--- config.mk ---
export PLATFORM = sky130hd
export DESIGN_NAME = touch_gesture_recognizer
export DESIGN_NICKNAME = d
export VERILOG_FILES = /design/src/rtl/tgr_pkg.sv /design/src/rtl/touch_gesture_recognizer.sv /design/src/rtl/tgr_engine.sv /design/src/rtl/tgr_obuf.sv
export SDC_FILE = /design/constraint.sdc
export NUM_CORES = 2
export LEC_CHECK = 0
export BUFFER_PORTS_ARGS = -buffer_cell sky130_fd_sc_hd__buf_2
export CORE_UTILIZATION = 70
export DETAILED_ROUTE_END_ITERATION = 10
export HOLD_SLACK_MARGIN = 0.05
export PLACE_DENSITY_LB_ADDON = 0.08
export SLEW_MARGIN = 20
export SYNTH_ARGS = -nofsm -noshare
export SYNTH_HDL_FRONTEND = slang
export SYNTH_SLANG_ARGS = --single-unit
--- constraint.sdc ---
create_clock -name i_clk -period 20.3 [get_ports i_clk]
set_input_delay 4.06 -clock i_clk [delete_from_list [all_inputs] [get_ports i_clk]]
set_output_delay 4.06 -clock i_clk [all_outputs]
set_load 0.02 [all_outputs]
--- src/rtl/tgr_pkg.sv ---
// shared types, codes and helpers of the touch gesture recognizer
// no dependencies; imported by every rtl module of the block
package tgr_pkg;

    localparam int COORD_BITS = 10;
    localparam int DIFF_W     = COORD_BITS + 1;   // signed coordinate step
    localparam int SPAN_W     = COORD_BITS + 1;   // manhattan span
    localparam int GRID_W     = COORD_BITS + 1;   // grid size register
    localparam int DX_W       = COORD_BITS + 2;
    localparam int DY_W       = COORD_BITS + 1;
    localparam int PROD_W     = 2 * DIFF_W;

    typedef logic [COORD_BITS-1:0] t_coord;

    // input kinds
    localparam logic [2:0] K_DOWN   = 3'd0;
    localparam logic [2:0] K_MOVE   = 3'd1;
    localparam logic [2:0] K_UP     = 3'd2;
    localparam logic [2:0] K_CANCEL = 3'd3;
    localparam logic [2:0] K_TICK   = 3'd4;

    // gesture codes
    localparam logic [2:0] G_NONE   = 3'd0;
    localparam logic [2:0] G_TAP    = 3'd1;
    localparam logic [2:0] G_LONG   = 3'd2;
    localparam logic [2:0] G_DRAG   = 3'd3;
    localparam logic [2:0] G_SWIPE  = 3'd4;
    localparam logic [2:0] G_SCROLL = 3'd5;
    localparam logic [2:0] G_PINCH  = 3'd6;

    // swipe start edges
    localparam logic [2:0] E_NONE   = 3'd0;
    localparam logic [2:0] E_LEFT   = 3'd1;
    localparam logic [2:0] E_RIGHT  = 3'd2;
    localparam logic [2:0] E_TOP    = 3'd3;
    localparam logic [2:0] E_BOTTOM = 3'd4;

    // emulated mouse
    localparam logic [1:0] BTN_LEFT     = 2'd0;
    localparam logic [1:0] BTN_WHEEL_UP = 2'd1;
    localparam logic [1:0] BTN_WHEEL_DN = 2'd2;
    localparam logic [1:0] ACT_PRESS    = 2'd0;
    localparam logic [1:0] ACT_DRAG     = 2'd1;
    localparam logic [1:0] ACT_RELEASE  = 2'd2;

    // configuration register indexes
    localparam logic [1:0] CFG_TAP_LIMIT  = 2'd0;
    localparam logic [1:0] CFG_LONG_PRESS = 2'd1;
    localparam logic [1:0] CFG_GRID_W     = 2'd2;
    localparam logic [1:0] CFG_GRID_H     = 2'd3;

    localparam logic [15:0]       TAP_LIMIT_RST  = 16'd300;
    localparam logic [15:0]       LONG_PRESS_RST = 16'd500;

    typedef struct packed {
        logic [15:0]       tap_limit_ms;
        logic [15:0]       long_press_ms;
        logic [GRID_W-1:0] grid_width;
        logic [GRID_W-1:0] grid_height;
    } t_cfg;

    typedef struct packed {
        logic [2:0]  kind;
        logic [3:0]  finger_slot;
        t_coord      cell_x;
        t_coord      cell_y;
        logic [31:0] time_ms;
    } t_item;

    typedef struct packed {
        logic [2:0]             gesture_type;
        logic [1:0]             finger_count;
        t_coord                 gesture_x;
        t_coord                 gesture_y;
        logic signed [DX_W-1:0] delta_x;
        logic signed [DY_W-1:0] delta_y;
        logic [2:0]             edge_res;
        logic                   mouse_valid;
        t_coord                 mouse_x;
        t_coord                 mouse_y;
        logic [1:0]             mouse_button;
        logic [1:0]             mouse_action;
    } t_result;

    function automatic logic [SPAN_W-1:0] span_of(t_coord c0, t_coord r0,
                                                  t_coord c1, t_coord r1);
        t_coord dc;
        t_coord dr;
        dc = (c0 > c1) ? (c0 - c1) : (c1 - c0);
        dr = (r0 > r1) ? (r0 - r1) : (r1 - r0);
        return {1'b0, dc} + {1'b0, dr};
    endfunction

endpackage

--- src/rtl/touch_gesture_recognizer.sv ---
// touch gesture recognizer: touch events in, one gesture/mouse result per event out
// slave stream carries events, master stream results, a separate port writes config
// instantiates tgr_engine and tgr_obuf; depends on tgr_pkg
//
// usage:
//   - every beat accepted on the slave side yields exactly one beat on the master
//     side; gesture_type none means nothing was recognized for that event
//   - a result passes the input register, then the decision logic into the result
//     buffer, before it is offered; while the buffer is full the event waits in the
//     input register
//   - throughput: one event per cycle while the result buffer has room; the decision
//     path that reads and updates the two finger slots is combinational
//   - the cfg port is always ready; write it only while no events are in flight
//   - reset: registers return to tap 300 ms, long press 500 ms, grid 0 x 0, all
//     finger slots are cleared at once and the block accepts beats right away
//   - master stall: the two-entry result buffer and the input register absorb
//     up to three events, then o_s_tready drops until results are taken
module touch_gesture_recognizer (
    input  logic        i_clk,
    input  logic        i_rst_n,
    // event stream
    input  logic        i_s_tvalid,
    output logic        o_s_tready,
    input  logic [55:0] i_s_tdata,   // finger_slot[3:0], cell_x[13:4], cell_y[23:14],
                                     // time_ms[55:24]
    input  logic [2:0]  i_s_tuser,   // kind[2:0]
    // result stream
    output logic        o_m_tvalid,
    input  logic        i_m_tready,
    output logic [71:0] o_m_tdata,   // finger_count[1:0], gesture_x[11:2], gesture_y[21:12],
                                     // delta_x[33:22], delta_y[44:34], edge_res[47:45],
                                     // mouse_x[57:48], mouse_y[67:58],
                                     // mouse_button[69:68], mouse_action[71:70]
    output logic [3:0]  o_m_tuser,   // gesture_type[2:0], mouse_valid[3]
    // configuration writes
    input  logic        i_cfg_valid,
    output logic        o_cfg_ready,
    input  logic [1:0]  i_cfg_index,
    input  logic [15:0] i_cfg_data
);
    import tgr_pkg::*;

    t_cfg    r_cfg;
    t_item   r_in;
    logic    r_in_valid;
    logic    s_acc, fire, buf_full;
    t_result res, out_res;

    assign o_cfg_ready = 1'b1;

    always_ff @(posedge i_clk) begin
        if (!i_rst_n) begin
            r_cfg.tap_limit_ms  <= TAP_LIMIT_RST;
            r_cfg.long_press_ms <= LONG_PRESS_RST;
            r_cfg.grid_width    <= '0;
            r_cfg.grid_height   <= '0;
        end else if (i_cfg_valid) begin
            unique case (i_cfg_index)
                CFG_TAP_LIMIT:  r_cfg.tap_limit_ms  <= i_cfg_data;
                CFG_LONG_PRESS: r_cfg.long_press_ms <= i_cfg_data;
                CFG_GRID_W:     r_cfg.grid_width    <= i_cfg_data[GRID_W-1:0];
                CFG_GRID_H:     r_cfg.grid_height   <= i_cfg_data[GRID_W-1:0];
            endcase
        end
    end

    // input register advances whenever the result buffer has room
    assign fire       = r_in_valid && !buf_full;
    assign o_s_tready = !r_in_valid || !buf_full;
    assign s_acc      = i_s_tvalid && o_s_tready;

    always_ff @(posedge i_clk) begin
        if (!i_rst_n)
            r_in_valid <= 1'b0;
        else
            r_in_valid <= s_acc || (r_in_valid && !fire);
    end

    always_ff @(posedge i_clk) begin
        if (s_acc) begin
            r_in.kind        <= i_s_tuser;
            r_in.finger_slot <= i_s_tdata[3:0];
            r_in.cell_x      <= i_s_tdata[13:4];
            r_in.cell_y      <= i_s_tdata[23:14];
            r_in.time_ms     <= i_s_tdata[55:24];
        end
    end

    tgr_engine u_engine (
        .i_clk   (i_clk),
        .i_rst_n (i_rst_n),
        .i_cfg   (r_cfg),
        .i_fire  (fire),
        .i_item  (r_in),
        .o_res   (res)
    );

    tgr_obuf u_obuf (
        .i_clk   (i_clk),
        .i_rst_n (i_rst_n),
        .i_wr    (fire),
        .i_data  (res),
        .o_full  (buf_full),
        .o_valid (o_m_tvalid),
        .i_ready (i_m_tready),
        .o_data  (out_res)
    );

    assign o_m_tdata = {out_res.mouse_action, out_res.mouse_button,
                        out_res.mouse_y, out_res.mouse_x, out_res.edge_res,
                        out_res.delta_y, out_res.delta_x,
                        out_res.gesture_y, out_res.gesture_x, out_res.finger_count};
    assign o_m_tuser = {out_res.mouse_valid, out_res.gesture_type};

endmodule

--- src/rtl/tgr_engine.sv ---
// finger slot state and the single-pass gesture decision for one event
// depends on tgr_pkg; result goes to the output buffer in the same cycle
module tgr_engine (
    input  logic            i_clk,
    input  logic            i_rst_n,
    input  tgr_pkg::t_cfg   i_cfg,
    input  logic            i_fire,
    input  tgr_pkg::t_item  i_item,
    output tgr_pkg::t_result o_res
);
    import tgr_pkg::*;

    logic                    r_act   [2], n_act   [2];
    logic [3:0]              r_id    [2], n_id    [2];
    t_coord                  r_scol  [2], n_scol  [2];
    t_coord                  r_srow  [2], n_srow  [2];
    t_coord                  r_ncol  [2], n_ncol  [2];
    t_coord                  r_nrow  [2], n_nrow  [2];
    logic [31:0]             r_ptime [2], n_ptime [2];
    logic                    r_left  [2], n_left  [2];
    logic [1:0]              r_cnt, n_cnt;
    logic                    r_lpd, n_lpd;
    logic                    r_sfs, n_sfs;
    logic [SPAN_W-1:0]       r_span, n_span;

    t_coord x, y;
    logic   hit0, hit1, found, fidx, free_ok, dsel;
    logic   cnt_ge2;

    logic signed [DIFF_W-1:0] dx, dy, a0, b0, a1, b1;
    logic signed [PROD_W-1:0] p0, p1;
    logic [PROD_W:0]          dot;
    t_coord                   mcol [2], mrow [2], dcol [2], drow [2];
    logic [SPAN_W-1:0]        mspan, dspan;
    logic signed [DX_W-1:0]   pinch_d;
    logic [2:0]               edge_code;
    logic [31:0]              up_el, el0, el1;
    logic                     tap_ok, lp0, lp1;
    logic [1:0]               cnt_dec;

    function automatic logic [2:0] edge_of(t_coord c, t_coord r,
                                           logic [GRID_W-1:0] gw,
                                           logic [GRID_W-1:0] gh);
        logic [2:0] e;
        priority if (c == '0)
            e = E_LEFT;
        else if (gw != '0 && {1'b0, c} >= gw - GRID_W'(1))
            e = E_RIGHT;
        else if (r == '0)
            e = E_TOP;
        else if (gh != '0 && {1'b0, r} >= gh - GRID_W'(1))
            e = E_BOTTOM;
        else
            e = E_NONE;
        return e;
    endfunction

    assign x = i_item.cell_x;
    assign y = i_item.cell_y;

    // slot lookup; active ids are unique, slot 0 wins otherwise
    assign hit0    = r_act[0] && (r_id[0] == i_item.finger_slot);
    assign hit1    = r_act[1] && (r_id[1] == i_item.finger_slot);
    assign found   = hit0 || hit1;
    assign fidx    = !hit0;
    assign free_ok = !r_act[0] || !r_act[1];
    assign dsel    = found ? fidx : r_act[0];
    assign cnt_ge2 = r_cnt >= 2'd2;

    assign dx = $signed({1'b0, x}) - $signed({1'b0, r_ncol[fidx]});
    assign dy = $signed({1'b0, y}) - $signed({1'b0, r_nrow[fidx]});

    // positions as they stand after this move / this down
    always_comb begin
        for (int k = 0; k < 2; k++) begin
            mcol[k] = (found && fidx == k[0]) ? x : r_ncol[k];
            mrow[k] = (found && fidx == k[0]) ? y : r_nrow[k];
            dcol[k] = (dsel == k[0]) ? x : r_ncol[k];
            drow[k] = (dsel == k[0]) ? y : r_nrow[k];
        end
    end

    assign a0 = $signed({1'b0, mcol[0]}) - $signed({1'b0, r_scol[0]});
    assign b0 = $signed({1'b0, mrow[0]}) - $signed({1'b0, r_srow[0]});
    assign a1 = $signed({1'b0, mcol[1]}) - $signed({1'b0, r_scol[1]});
    assign b1 = $signed({1'b0, mrow[1]}) - $signed({1'b0, r_srow[1]});
    assign p0 = a0 * a1;
    assign p1 = b0 * b1;
    assign dot = {p0[PROD_W-1], p0} + {p1[PROD_W-1], p1};

    assign mspan   = span_of(mcol[0], mrow[0], mcol[1], mrow[1]);
    assign dspan   = span_of(dcol[0], drow[0], dcol[1], drow[1]);
    assign pinch_d = $signed({1'b0, mspan}) - $signed({1'b0, r_span});
    assign edge_code = edge_of(r_scol[fidx], r_srow[fidx],
                               i_cfg.grid_width, i_cfg.grid_height);

    // time differences wrap modulo 2^32
    assign up_el  = i_item.time_ms - r_ptime[fidx];
    assign el0    = i_item.time_ms - r_ptime[0];
    assign el1    = i_item.time_ms - r_ptime[1];
    assign tap_ok = up_el < {16'd0, i_cfg.tap_limit_ms};
    assign lp0    = r_act[0] && !r_left[0] && (el0 >= {16'd0, i_cfg.long_press_ms});
    assign lp1    = r_act[1] && !r_left[1] && (el1 >= {16'd0, i_cfg.long_press_ms});
    assign cnt_dec = (r_cnt != 2'd0) ? r_cnt - 2'd1 : 2'd0;

    always_comb begin
        n_act   = r_act;
        n_id    = r_id;
        n_scol  = r_scol;
        n_srow  = r_srow;
        n_ncol  = r_ncol;
        n_nrow  = r_nrow;
        n_ptime = r_ptime;
        n_left  = r_left;
        n_cnt   = r_cnt;
        n_lpd   = r_lpd;
        n_sfs   = r_sfs;
        n_span  = r_span;
        o_res   = '0;

        unique case (i_item.kind)
            K_DOWN: begin
                if (found || free_ok) begin
                    n_act[dsel]   = 1'b1;
                    n_id[dsel]    = i_item.finger_slot;
                    n_scol[dsel]  = x;
                    n_ncol[dsel]  = x;
                    n_srow[dsel]  = y;
                    n_nrow[dsel]  = y;
                    n_ptime[dsel] = i_item.time_ms;
                    n_left[dsel]  = 1'b0;
                    if (!found && r_cnt < 2'd2)
                        n_cnt = r_cnt + 2'd1;
                    n_lpd = 1'b0;
                    if (n_cnt >= 2'd2) begin
                        n_sfs  = 1'b1;
                        n_span = dspan;
                    end
                    o_res.mouse_valid  = 1'b1;
                    o_res.mouse_x      = x;
                    o_res.mouse_y      = y;
                    o_res.mouse_button = BTN_LEFT;
                    o_res.mouse_action = ACT_PRESS;
                end
            end
            K_MOVE: begin
                if (found) begin
                    n_ncol[fidx] = x;
                    n_nrow[fidx] = y;
                    if (x != r_scol[fidx] || y != r_srow[fidx])
                        n_left[fidx] = 1'b1;
                    if (cnt_ge2) begin
                        // a finger still on its start cell blocks two-finger gestures
                        if (!((a0 == '0 && b0 == '0) || (a1 == '0 && b1 == '0))) begin
                            o_res.finger_count = r_cnt;
                            o_res.gesture_x    = x;
                            o_res.gesture_y    = y;
                            if (dot[PROD_W]) begin
                                n_span             = mspan;
                                o_res.gesture_type = G_PINCH;
                                o_res.delta_x      = pinch_d;
                            end else begin
                                o_res.gesture_type = G_SCROLL;
                                o_res.delta_x      = DX_W'(dx);
                                o_res.delta_y      = dy;
                                if (dy != '0) begin
                                    o_res.mouse_valid  = 1'b1;
                                    o_res.mouse_x      = x;
                                    o_res.mouse_y      = y;
                                    o_res.mouse_button = dy[DIFF_W-1] ? BTN_WHEEL_UP
                                                                      : BTN_WHEEL_DN;
                                    o_res.mouse_action = ACT_PRESS;
                                end
                            end
                        end
                    end else if (dx != '0 || dy != '0) begin
                        o_res.mouse_valid  = 1'b1;
                        o_res.mouse_x      = x;
                        o_res.mouse_y      = y;
                        o_res.mouse_button = BTN_LEFT;
                        o_res.mouse_action = ACT_DRAG;
                        o_res.gesture_type = (edge_code != E_NONE) ? G_SWIPE : G_DRAG;
                        o_res.finger_count = 2'd1;
                        o_res.gesture_x    = x;
                        o_res.gesture_y    = y;
                        o_res.delta_x      = DX_W'(dx);
                        o_res.delta_y      = dy;
                        o_res.edge_res     = edge_code;
                    end
                end
            end
            K_UP: begin
                if (found) begin
                    o_res.mouse_valid  = 1'b1;
                    o_res.mouse_x      = r_ncol[fidx];
                    o_res.mouse_y      = r_nrow[fidx];
                    o_res.mouse_button = BTN_LEFT;
                    o_res.mouse_action = ACT_RELEASE;
                    n_act[fidx] = 1'b0;
                    n_cnt       = cnt_dec;
                    if (cnt_dec == 2'd0) begin
                        n_sfs = 1'b0;
                        n_lpd = 1'b0;
                    end
                    if (!r_left[fidx] && !r_sfs && !r_lpd && tap_ok) begin
                        o_res.gesture_type = G_TAP;
                        o_res.finger_count = 2'd1;
                        o_res.gesture_x    = r_ncol[fidx];
                        o_res.gesture_y    = r_nrow[fidx];
                    end
                end
            end
            K_TICK: begin
                if (r_cnt == 2'd1 && !r_lpd && !r_sfs && (lp0 || lp1)) begin
                    n_lpd              = 1'b1;
                    o_res.gesture_type = G_LONG;
                    o_res.finger_count = 2'd1;
                    o_res.gesture_x    = lp0 ? r_ncol[0] : r_ncol[1];
                    o_res.gesture_y    = lp0 ? r_nrow[0] : r_nrow[1];
                end
            end
            default: begin
                // cancel and unused kinds drop all tracking
                for (int k = 0; k < 2; k++) begin
                    n_act[k]   = 1'b0;
                    n_id[k]    = '0;
                    n_scol[k]  = '0;
                    n_srow[k]  = '0;
                    n_ncol[k]  = '0;
                    n_nrow[k]  = '0;
                    n_ptime[k] = '0;
                    n_left[k]  = 1'b0;
                end
                n_cnt  = '0;
                n_lpd  = 1'b0;
                n_sfs  = 1'b0;
                n_span = '0;
            end
        endcase
    end

    always_ff @(posedge i_clk) begin
        if (!i_rst_n) begin
            for (int k = 0; k < 2; k++) begin
                r_act[k]   <= 1'b0;
                r_id[k]    <= '0;
                r_scol[k]  <= '0;
                r_srow[k]  <= '0;
                r_ncol[k]  <= '0;
                r_nrow[k]  <= '0;
                r_ptime[k] <= '0;
                r_left[k]  <= 1'b0;
            end
            r_cnt  <= '0;
            r_lpd  <= 1'b0;
            r_sfs  <= 1'b0;
            r_span <= '0;
        end else if (i_fire) begin
            r_act   <= n_act;
            r_id    <= n_id;
            r_scol  <= n_scol;
            r_srow  <= n_srow;
            r_ncol  <= n_ncol;
            r_nrow  <= n_nrow;
            r_ptime <= n_ptime;
            r_left  <= n_left;
            r_cnt   <= n_cnt;
            r_lpd   <= n_lpd;
            r_sfs   <= n_sfs;
            r_span  <= n_span;
        end
    end

endmodule

--- src/rtl/tgr_obuf.sv ---
// two-entry result buffer between the engine and the master-side stream
// depends on tgr_pkg for the result record
module tgr_obuf (
    input  logic             i_clk,
    input  logic             i_rst_n,
    input  logic             i_wr,
    input  tgr_pkg::t_result i_data,
    output logic             o_full,
    output logic             o_valid,
    input  logic             i_ready,
    output tgr_pkg::t_result o_data
);
    import tgr_pkg::*;

    t_result    r_mem [2];
    logic       r_wp, r_rp;
    logic [1:0] r_cnt, n_cnt;
    logic       rd;

    assign o_full  = r_cnt == 2'd2;
    assign o_valid = r_cnt != 2'd0;
    assign o_data  = r_mem[r_rp];
    assign rd      = o_valid && i_ready;

    always_comb begin
        n_cnt = r_cnt;
        if (i_wr && !rd)
            n_cnt = r_cnt + 2'd1;
        else if (!i_wr && rd)
            n_cnt = r_cnt - 2'd1;
    end

    always_ff @(posedge i_clk) begin
        if (i_wr)
            r_mem[r_wp] <= i_data;
    end

    always_ff @(posedge i_clk) begin
        if (!i_rst_n) begin
            r_wp  <= 1'b0;
            r_rp  <= 1'b0;
            r_cnt <= '0;
        end else begin
            r_cnt <= n_cnt;
            if (i_wr)
                r_wp <= !r_wp;
            if (rd)
                r_rp <= !r_rp;
        end
    end

endmodule

# --- Yosys cells after proc, flatten, opt, wreduce, memory -nomap -nowiden ---
# Memory sizes are Yosys's and may differ from the RTL's. A register that Yosys moved wholly into a read port is not among the register bits.
# Index checks and enable logic that the tools add are counted.
totals:
  mem_bits_rw: 152
  n_memories: 1
  regBits: 289
  output_inout_bits: 79
mem_list:
  columns: ["name", "depth", "width", "read_ports", "rd_ports_with_merged_regs", "wr", "line_no", "text"]
  rows:
  - ["u_obuf.r_mem", 2, 76, 1, 1, 1, "tgr_obuf.sv:15", "t_result r_mem [2];"]
op_classes:
  magnitude_cmp: 16
  multipliers: 2
  bitwise_logic: 12
  n_eq_ne: 22
  add_sub_neg: 27
  mux: 128
  n_reduce_logical: 82
op_table:
  columns: ["op", "count"]
  rows:
  - ["two-way mux 10 bit", 28]
  - ["two-way mux 76 bit", 2]
  - ["two-way mux 25 bit", 6]
  - ["one-hot mux 25 bit (3 select lines)", 2]
  - ["two-way mux 32 bit", 4]
  - ["one-hot mux 64 bit (2 select lines)", 1]
  - ["bitwise mux 20 bit", 6]
  - ["two-way mux 20 bit", 6]
  - ["one-hot mux 20 bit (3 select lines)", 2]
  - ["two-way mux 48 bit", 2]
  - ["subtractor 32 bit", 3]
  - ["one-hot mux 20 bit (2 select lines)", 2]
  - ["subtractor 10 bit", 8]
  - ["two-way mux 11 bit", 7]
  - ["subtractor 10 x 10 -> 11 bit", 6]
  - ["bitwise mux 64 bit", 1]
  - ["greater-or-equal comparator 32 x 16 -> 1 bit", 2]
  - ["two-way mux 64 bit", 1]
  - ["two-way mux 23 bit", 2]
  - ["zero test 11 bit", 4]
  - ["multiplier 11 x 11 -> 22 bit", 2]
  - ["nonzero test 11 bit", 4]
  - ["> comparator 10 bit", 4]
  - ["one-hot mux 11 bit (3 select lines)", 1]
  - ["other kinds (58)", 183]

# --- Depth between registers and ports, before layout ---
depth:
  ltp_word: 19
  mapped_depth: 45
  ltp_nobuf: 39

# --- Hierarchy ---
# A second synthesis with hierarchy kept.
hier_totals:
  cells_unflattened: 4876
  area_unflattened_um2: 43464.2
modules_own_cells:
  columns: ["mod", "n_inst", "cells_each", "area_each_um2"]
  rows:
  - ["tgr_engine", 1, 4348, 33863.7]
  - ["tgr_obuf", 1, 258, 5708.0]
  - ["touch_gesture_recognizer", 1, 270, 3892.5]

# --- Worst setup path before layout ---
# OpenSTA, ideal clock, no wires.
synth_timing:
  kind: "register to register"
  start: "register r_in[52] in the netlist's numbering"
  end: "memory u_obuf.r_mem[0][42] in the netlist's numbering, data pin"
  arrival_ps: 10437
  setup_ps: 272
  synth_period_minus_slack_ps: 10710
  setup_slack_ps: 9590
  path_buffers: 6
  stages_incl_launch_ff: 44
  required_ps: 20028
  cell_sequence: "edfxtp_1 > xor2_1 > nor4_2 > nand2_1 > buf_2 > clkbuf_1 > clkbuf_1 > buf_1 > mux2i_1 > inv_1 > ha_1 > nor2b_1 > o21ai_0 > a21boi_1 > or2_2 > a31oi_1 > o21bai_1 > a21oi_1 > [8 not listed] > inv_1 > fa_1 > inv_1 > fa_1 > fa_1 > inv_1 > ha_1 > a21o_1 > a21o_1 > a21oi_1 > nand3_1 > a21o_1 > nand3_1 > xnor2_1 > nor2_1 > o21ai_1 > buf_2 > o32ai_1"
synth_lines:
  columns: ["element", "line_no", "text"]
  rows:
  - ["from (decl)", "touch_gesture_recognizer.sv:44", "t_item r_in;"]
  - ["to (decl)", "tgr_obuf.sv:15", null]

==> results.md <==
* Clock skew at 0.0227 ns
* Worst path most repeated cell: fa_1
* Slew headroom at 0.217
* Worst-path clk slew at 0.06 ns
* Power Density at 101 nW/um^2
* Critical path launch point type: flop
* Final HPWL DP at 102 mm
* Synth warn at 0
* Synth Register Bits at 442
* Die width at 251 um
* CP required at 20.59 ns
* Reg power frac at 0.229
* H-tree depth at 2
* Post-DRT Antenna Nets at 0
* Adder-cell share of the synthesized area at 0.256
* Seq/Total Area, Yosys at 0.252
* Row count at 91
* Final hold violation count at 0
* Crit-path max FO at 55
* WL final at 132 mm
* Placed cell area at 45,000 um^2
* Sequential cell area at 11,000 um^2
* Post_cts resized at 0
* DRC violations left at 0
* Reg2Reg Depth at 38
* Pre-antenna DRT Iters at 6
* CP arrival at 12.80 ns
* Port buffer count at 159
* Reg-to-reg startpoint: r_in[53]$_DFFE_PP_
* Placed Cells incl. Taps at 5,802
* Clock share of power at 0.195
* PnR worst setup slack at 7.79 ns
* Most common cell after layout, fill and taps aside: inv_1
* Worst-Skew Late Latency at 0.62 ns
* Worst vdd ir at 0.157 mV
* Total number of vias at 37,700
* Setup-failing EPs final at 0
* Largest net degree at the start of global routing at 83
* Comb power frac at 0.576
* NetSw at 2.14 mW
* Fill cells at 4,512
* Setup crit end: u_obuf.r_mem[1][43]$_DFFE_PP_
* CTS Hold Bufs at 0
* Largest family of logic cells by synthesized area: adder cells
* TritonCTS clock tree: yes
* Post-Synthesis Cells at 4,992
* Post-synth cell types at 92
* Crit path time final at 12.51 ns
* Multi-input logic area at 29,300 um^2
* Core box area at 61,600 um^2
* Vias per cell at 6.40
* LEAKAGE at 20.2 nW
* Final period util at 0.616
* Post-Syn Area per Cell at 8.72 um^2
* Number of max-cap violations at 0
* Synth Area in Compound Gates at 0.159
* Hold Path Class: reg2reg
* Initial antenna violation count at 2
* Final instance area at 46,600 um^2
* Syn_nets at 5,787
* GPL Wtd Cong at 1.03
* Crit Path Class: reg2reg
* Area delta synth->final at 7.09%
* Full die area at 63,200 um^2
* RSZ-0062 raised after global routing: no
* Worst slew pin tran at 1.17 ns
* Post-Syn Area at 43,500 um^2
* Layout net count at 5,810
* Hold depth at 2
* Sw frac at 0.456
* Vias in the first global route at 37,000
* Fraction of registers with async set or reset after synthesis at 0
* Register-to-register setup slack at 7.79 ns
* Overall track demand over capacity in global routing at 0.415
* F_max at 79.9 MHz
* Status: finished clean
* Initial Util at 0.707
* EDFF count, synth at 211
* Pins Over Slew Limit at 0
* Crit path capture type: flop
* WL per Instance at 22.4 um
* CP startpoint: r_in[53]$_DFFE_PP_
* Max incr delay on CP at 0.83 ns
* 1st-iter DRT viols at 3,921
* Final Non-Filler Cells at 5,894
* Simple-gate portion of the synthesized area at 0.151
* Hold Slack at 0.450 ns
* Chip height at 251 um
* CTS max path bufs at 3
* Worst slack, placed at 7.97 ns
* First-pass GRT wire length at 204 mm
* Crit-path slowest cell: o21ai_1
* Share of layout cells above drive strength 1 at 0.0962
* CTS Sinks at 442
* Grt total ovfl at 0
* Crit Reg-Reg Endpoint: u_obuf.r_mem[1][43]$_DFFE_PP_
* CTS Buf Count at 48
* Cell Int Power at 2.56 mW
* Leading cell types in the layout, fill and taps excluded: 654 x inv_1, 461 x nand2_1, 418 x ha_1
* Root buffer cell: clkbuf_16
* IO Pins at 161
* Mux share of post-synthesis cell area at 0.0582
* Setup Fix Bufs, Post-CTS at 0
* Most used DFF post-synth: dfxtp_1
* Fin Setup TNS at 0 ns
* Xor and xnor area share after synthesis at 0.0463
[synthesized netlist by cell type (17+ instances only)]
library cell | count | area [um^2]
a21oi_1 | 388 | 1940
and2_1 | 17 | 106
ha_1 | 418 | 5230
nand2b_1 | 77 | 482
nor3_1 | 80 | 400
nor2b_1 | 62 | 388
xor2_1 | 77 | 674
clkbuf_1 | 188 | 706
mux2_2 | 122 | 1370
nand4_1 | 52 | 325
o21bai_1 | 34 | 255
a31oi_1 | 23 | 144
a22oi_1 | 44 | 330
nand3_1 | 147 | 736
o221ai_1 | 24 | 210
mux2i_1 | 116 | 1160
xnor2_1 | 153 | 1340
fa_1 | 295 | 5910
o22ai_1 | 18 | 113
dfxtp_1 | 231 | 4620
a211oi_1 | 33 | 248
or3_1 | 23 | 144
buf_2 | 32 | 160
edfxtp_1 | 211 | 6340
a221o_1 | 25 | 250
nand2_1 | 462 | 1730
inv_1 | 654 | 2450
o21ai_0 | 182 | 911
o21a_1 | 21 | 158
a21o_1 | 75 | 563
o211ai_1 | 26 | 195
a22o_1 | 22 | 193
nor4_1 | 28 | 175
nor2_1 | 365 | 1370
and3_1 | 22 | 138
a221oi_1 | 18 | 158
[flip-flops by register name (all words and copies together), names as in the netlist, 2 cells and up, named ones only]
| name | count |
|---|---|
| u_engine.r_left | 2 |
| u_engine.r_ncol | 20 |
| u_engine.r_span | 11 |
| u_engine.r_ptime | 64 |
| u_engine.r_id | 8 |
| u_engine.r_cnt | 2 |
| u_obuf.r_mem | 152 |
| u_engine.r_nrow | 20 |
| u_engine.r_act | 2 |
| r_in | 59 |
| u_obuf.r_cnt | 2 |
| r_cfg | 54 |
| u_engine.r_srow | 20 |
| u_engine.r_scol | 20 |
[worst min path at each step]
stage | from | endpoint | slack, ns
floorplan | u_engine.r_ptime[33]$_SDFFE_PN0P_ | u_engine.r_ptime[33]$_SDFFE_PN0P_ | 0.43
global placement | u_engine.r_ptime[45]$_SDFFE_PN0P_ | u_engine.r_ptime[45]$_SDFFE_PN0P_ | 0.44
detailed placement | u_engine.r_ptime[43]$_SDFFE_PN0P_ | u_engine.r_ptime[43]$_SDFFE_PN0P_ | 0.44
CTS | u_engine.r_ptime[43]$_SDFFE_PN0P_ | u_engine.r_ptime[43]$_SDFFE_PN0P_ | 0.45
global route | u_engine.r_ptime[36]$_SDFFE_PN0P_ | u_engine.r_ptime[36]$_SDFFE_PN0P_ | 0.47
finish | u_engine.r_ptime[37]$_SDFFE_PN0P_ | u_engine.r_ptime[37]$_SDFFE_PN0P_ | 0.45
[per-layer routing]
layer / routed length, um / up-vias / track usage
li1: - / 17200 / -
met1: 49800 / 18200 / 0.514
met2: 62700 / 1932 / 0.698
met3: 11500 / 433 / 0.0643
met4: 8150 / 0 / 0.224
met5: 0 / - / 0
[critical path: cells and delay by family (launching register included)]
kind / cells / cell delay, ns
and+or+nand+nor: 8 / 2.38
xor gates and xnor gates: 2 / 0.31
AOI/OAI and AO/OA: 12 / 4.07
DFF: 1 / 0.45
adders and majority gates: 10 / 4.44
buffers and inverters: 6 / 0.49
[power groups by stage]
stage          sequential [mW]  combinational (mW)  clock (mW)
3_3_place_gp              1.09                2.58           0
2_1_floorplan             1.04                1.90           0
4_1_cts                   1.07                2.66       0.916
3_5_place_dp              1.09                2.63           0
6_report                  1.07                2.71       0.917
5_1_grt                   1.08                2.94       0.949
[area by class of cell]
type / count / area share
Antenna cell: 3 / 0.000161
Clock buffer: 61 / 0.0286
Clock inverter: 28 / 0.00625
Inverter: 656 / 0.0529
Multi-Input combinational cell: 3655 / 0.629
Sequential cell: 442 / 0.235
Tap cell: 837 / 0.0225
Timing Repair Buffer: 212 / 0.0256
[stage by stage]
step,utilization,power (mW)
after global placement,0.730,3.66
after detailed placement,0.730,3.72
final,0.757,4.70
after floorplan,-,2.95
after CTS,0.757,4.65
after global routing,0.757,4.97
[kinds of logic after synthesis]
group	Yosys count
XOR/XNOR	230
buffers and inverters	895
AND/OR/NAND/NOR	1405
flip-flops	442
adder cells (fa/ha/maj)	713
other	1
multiplexers	238
AO/OA/AOI/OAI	1068
(Power assumes the default switching activity.)
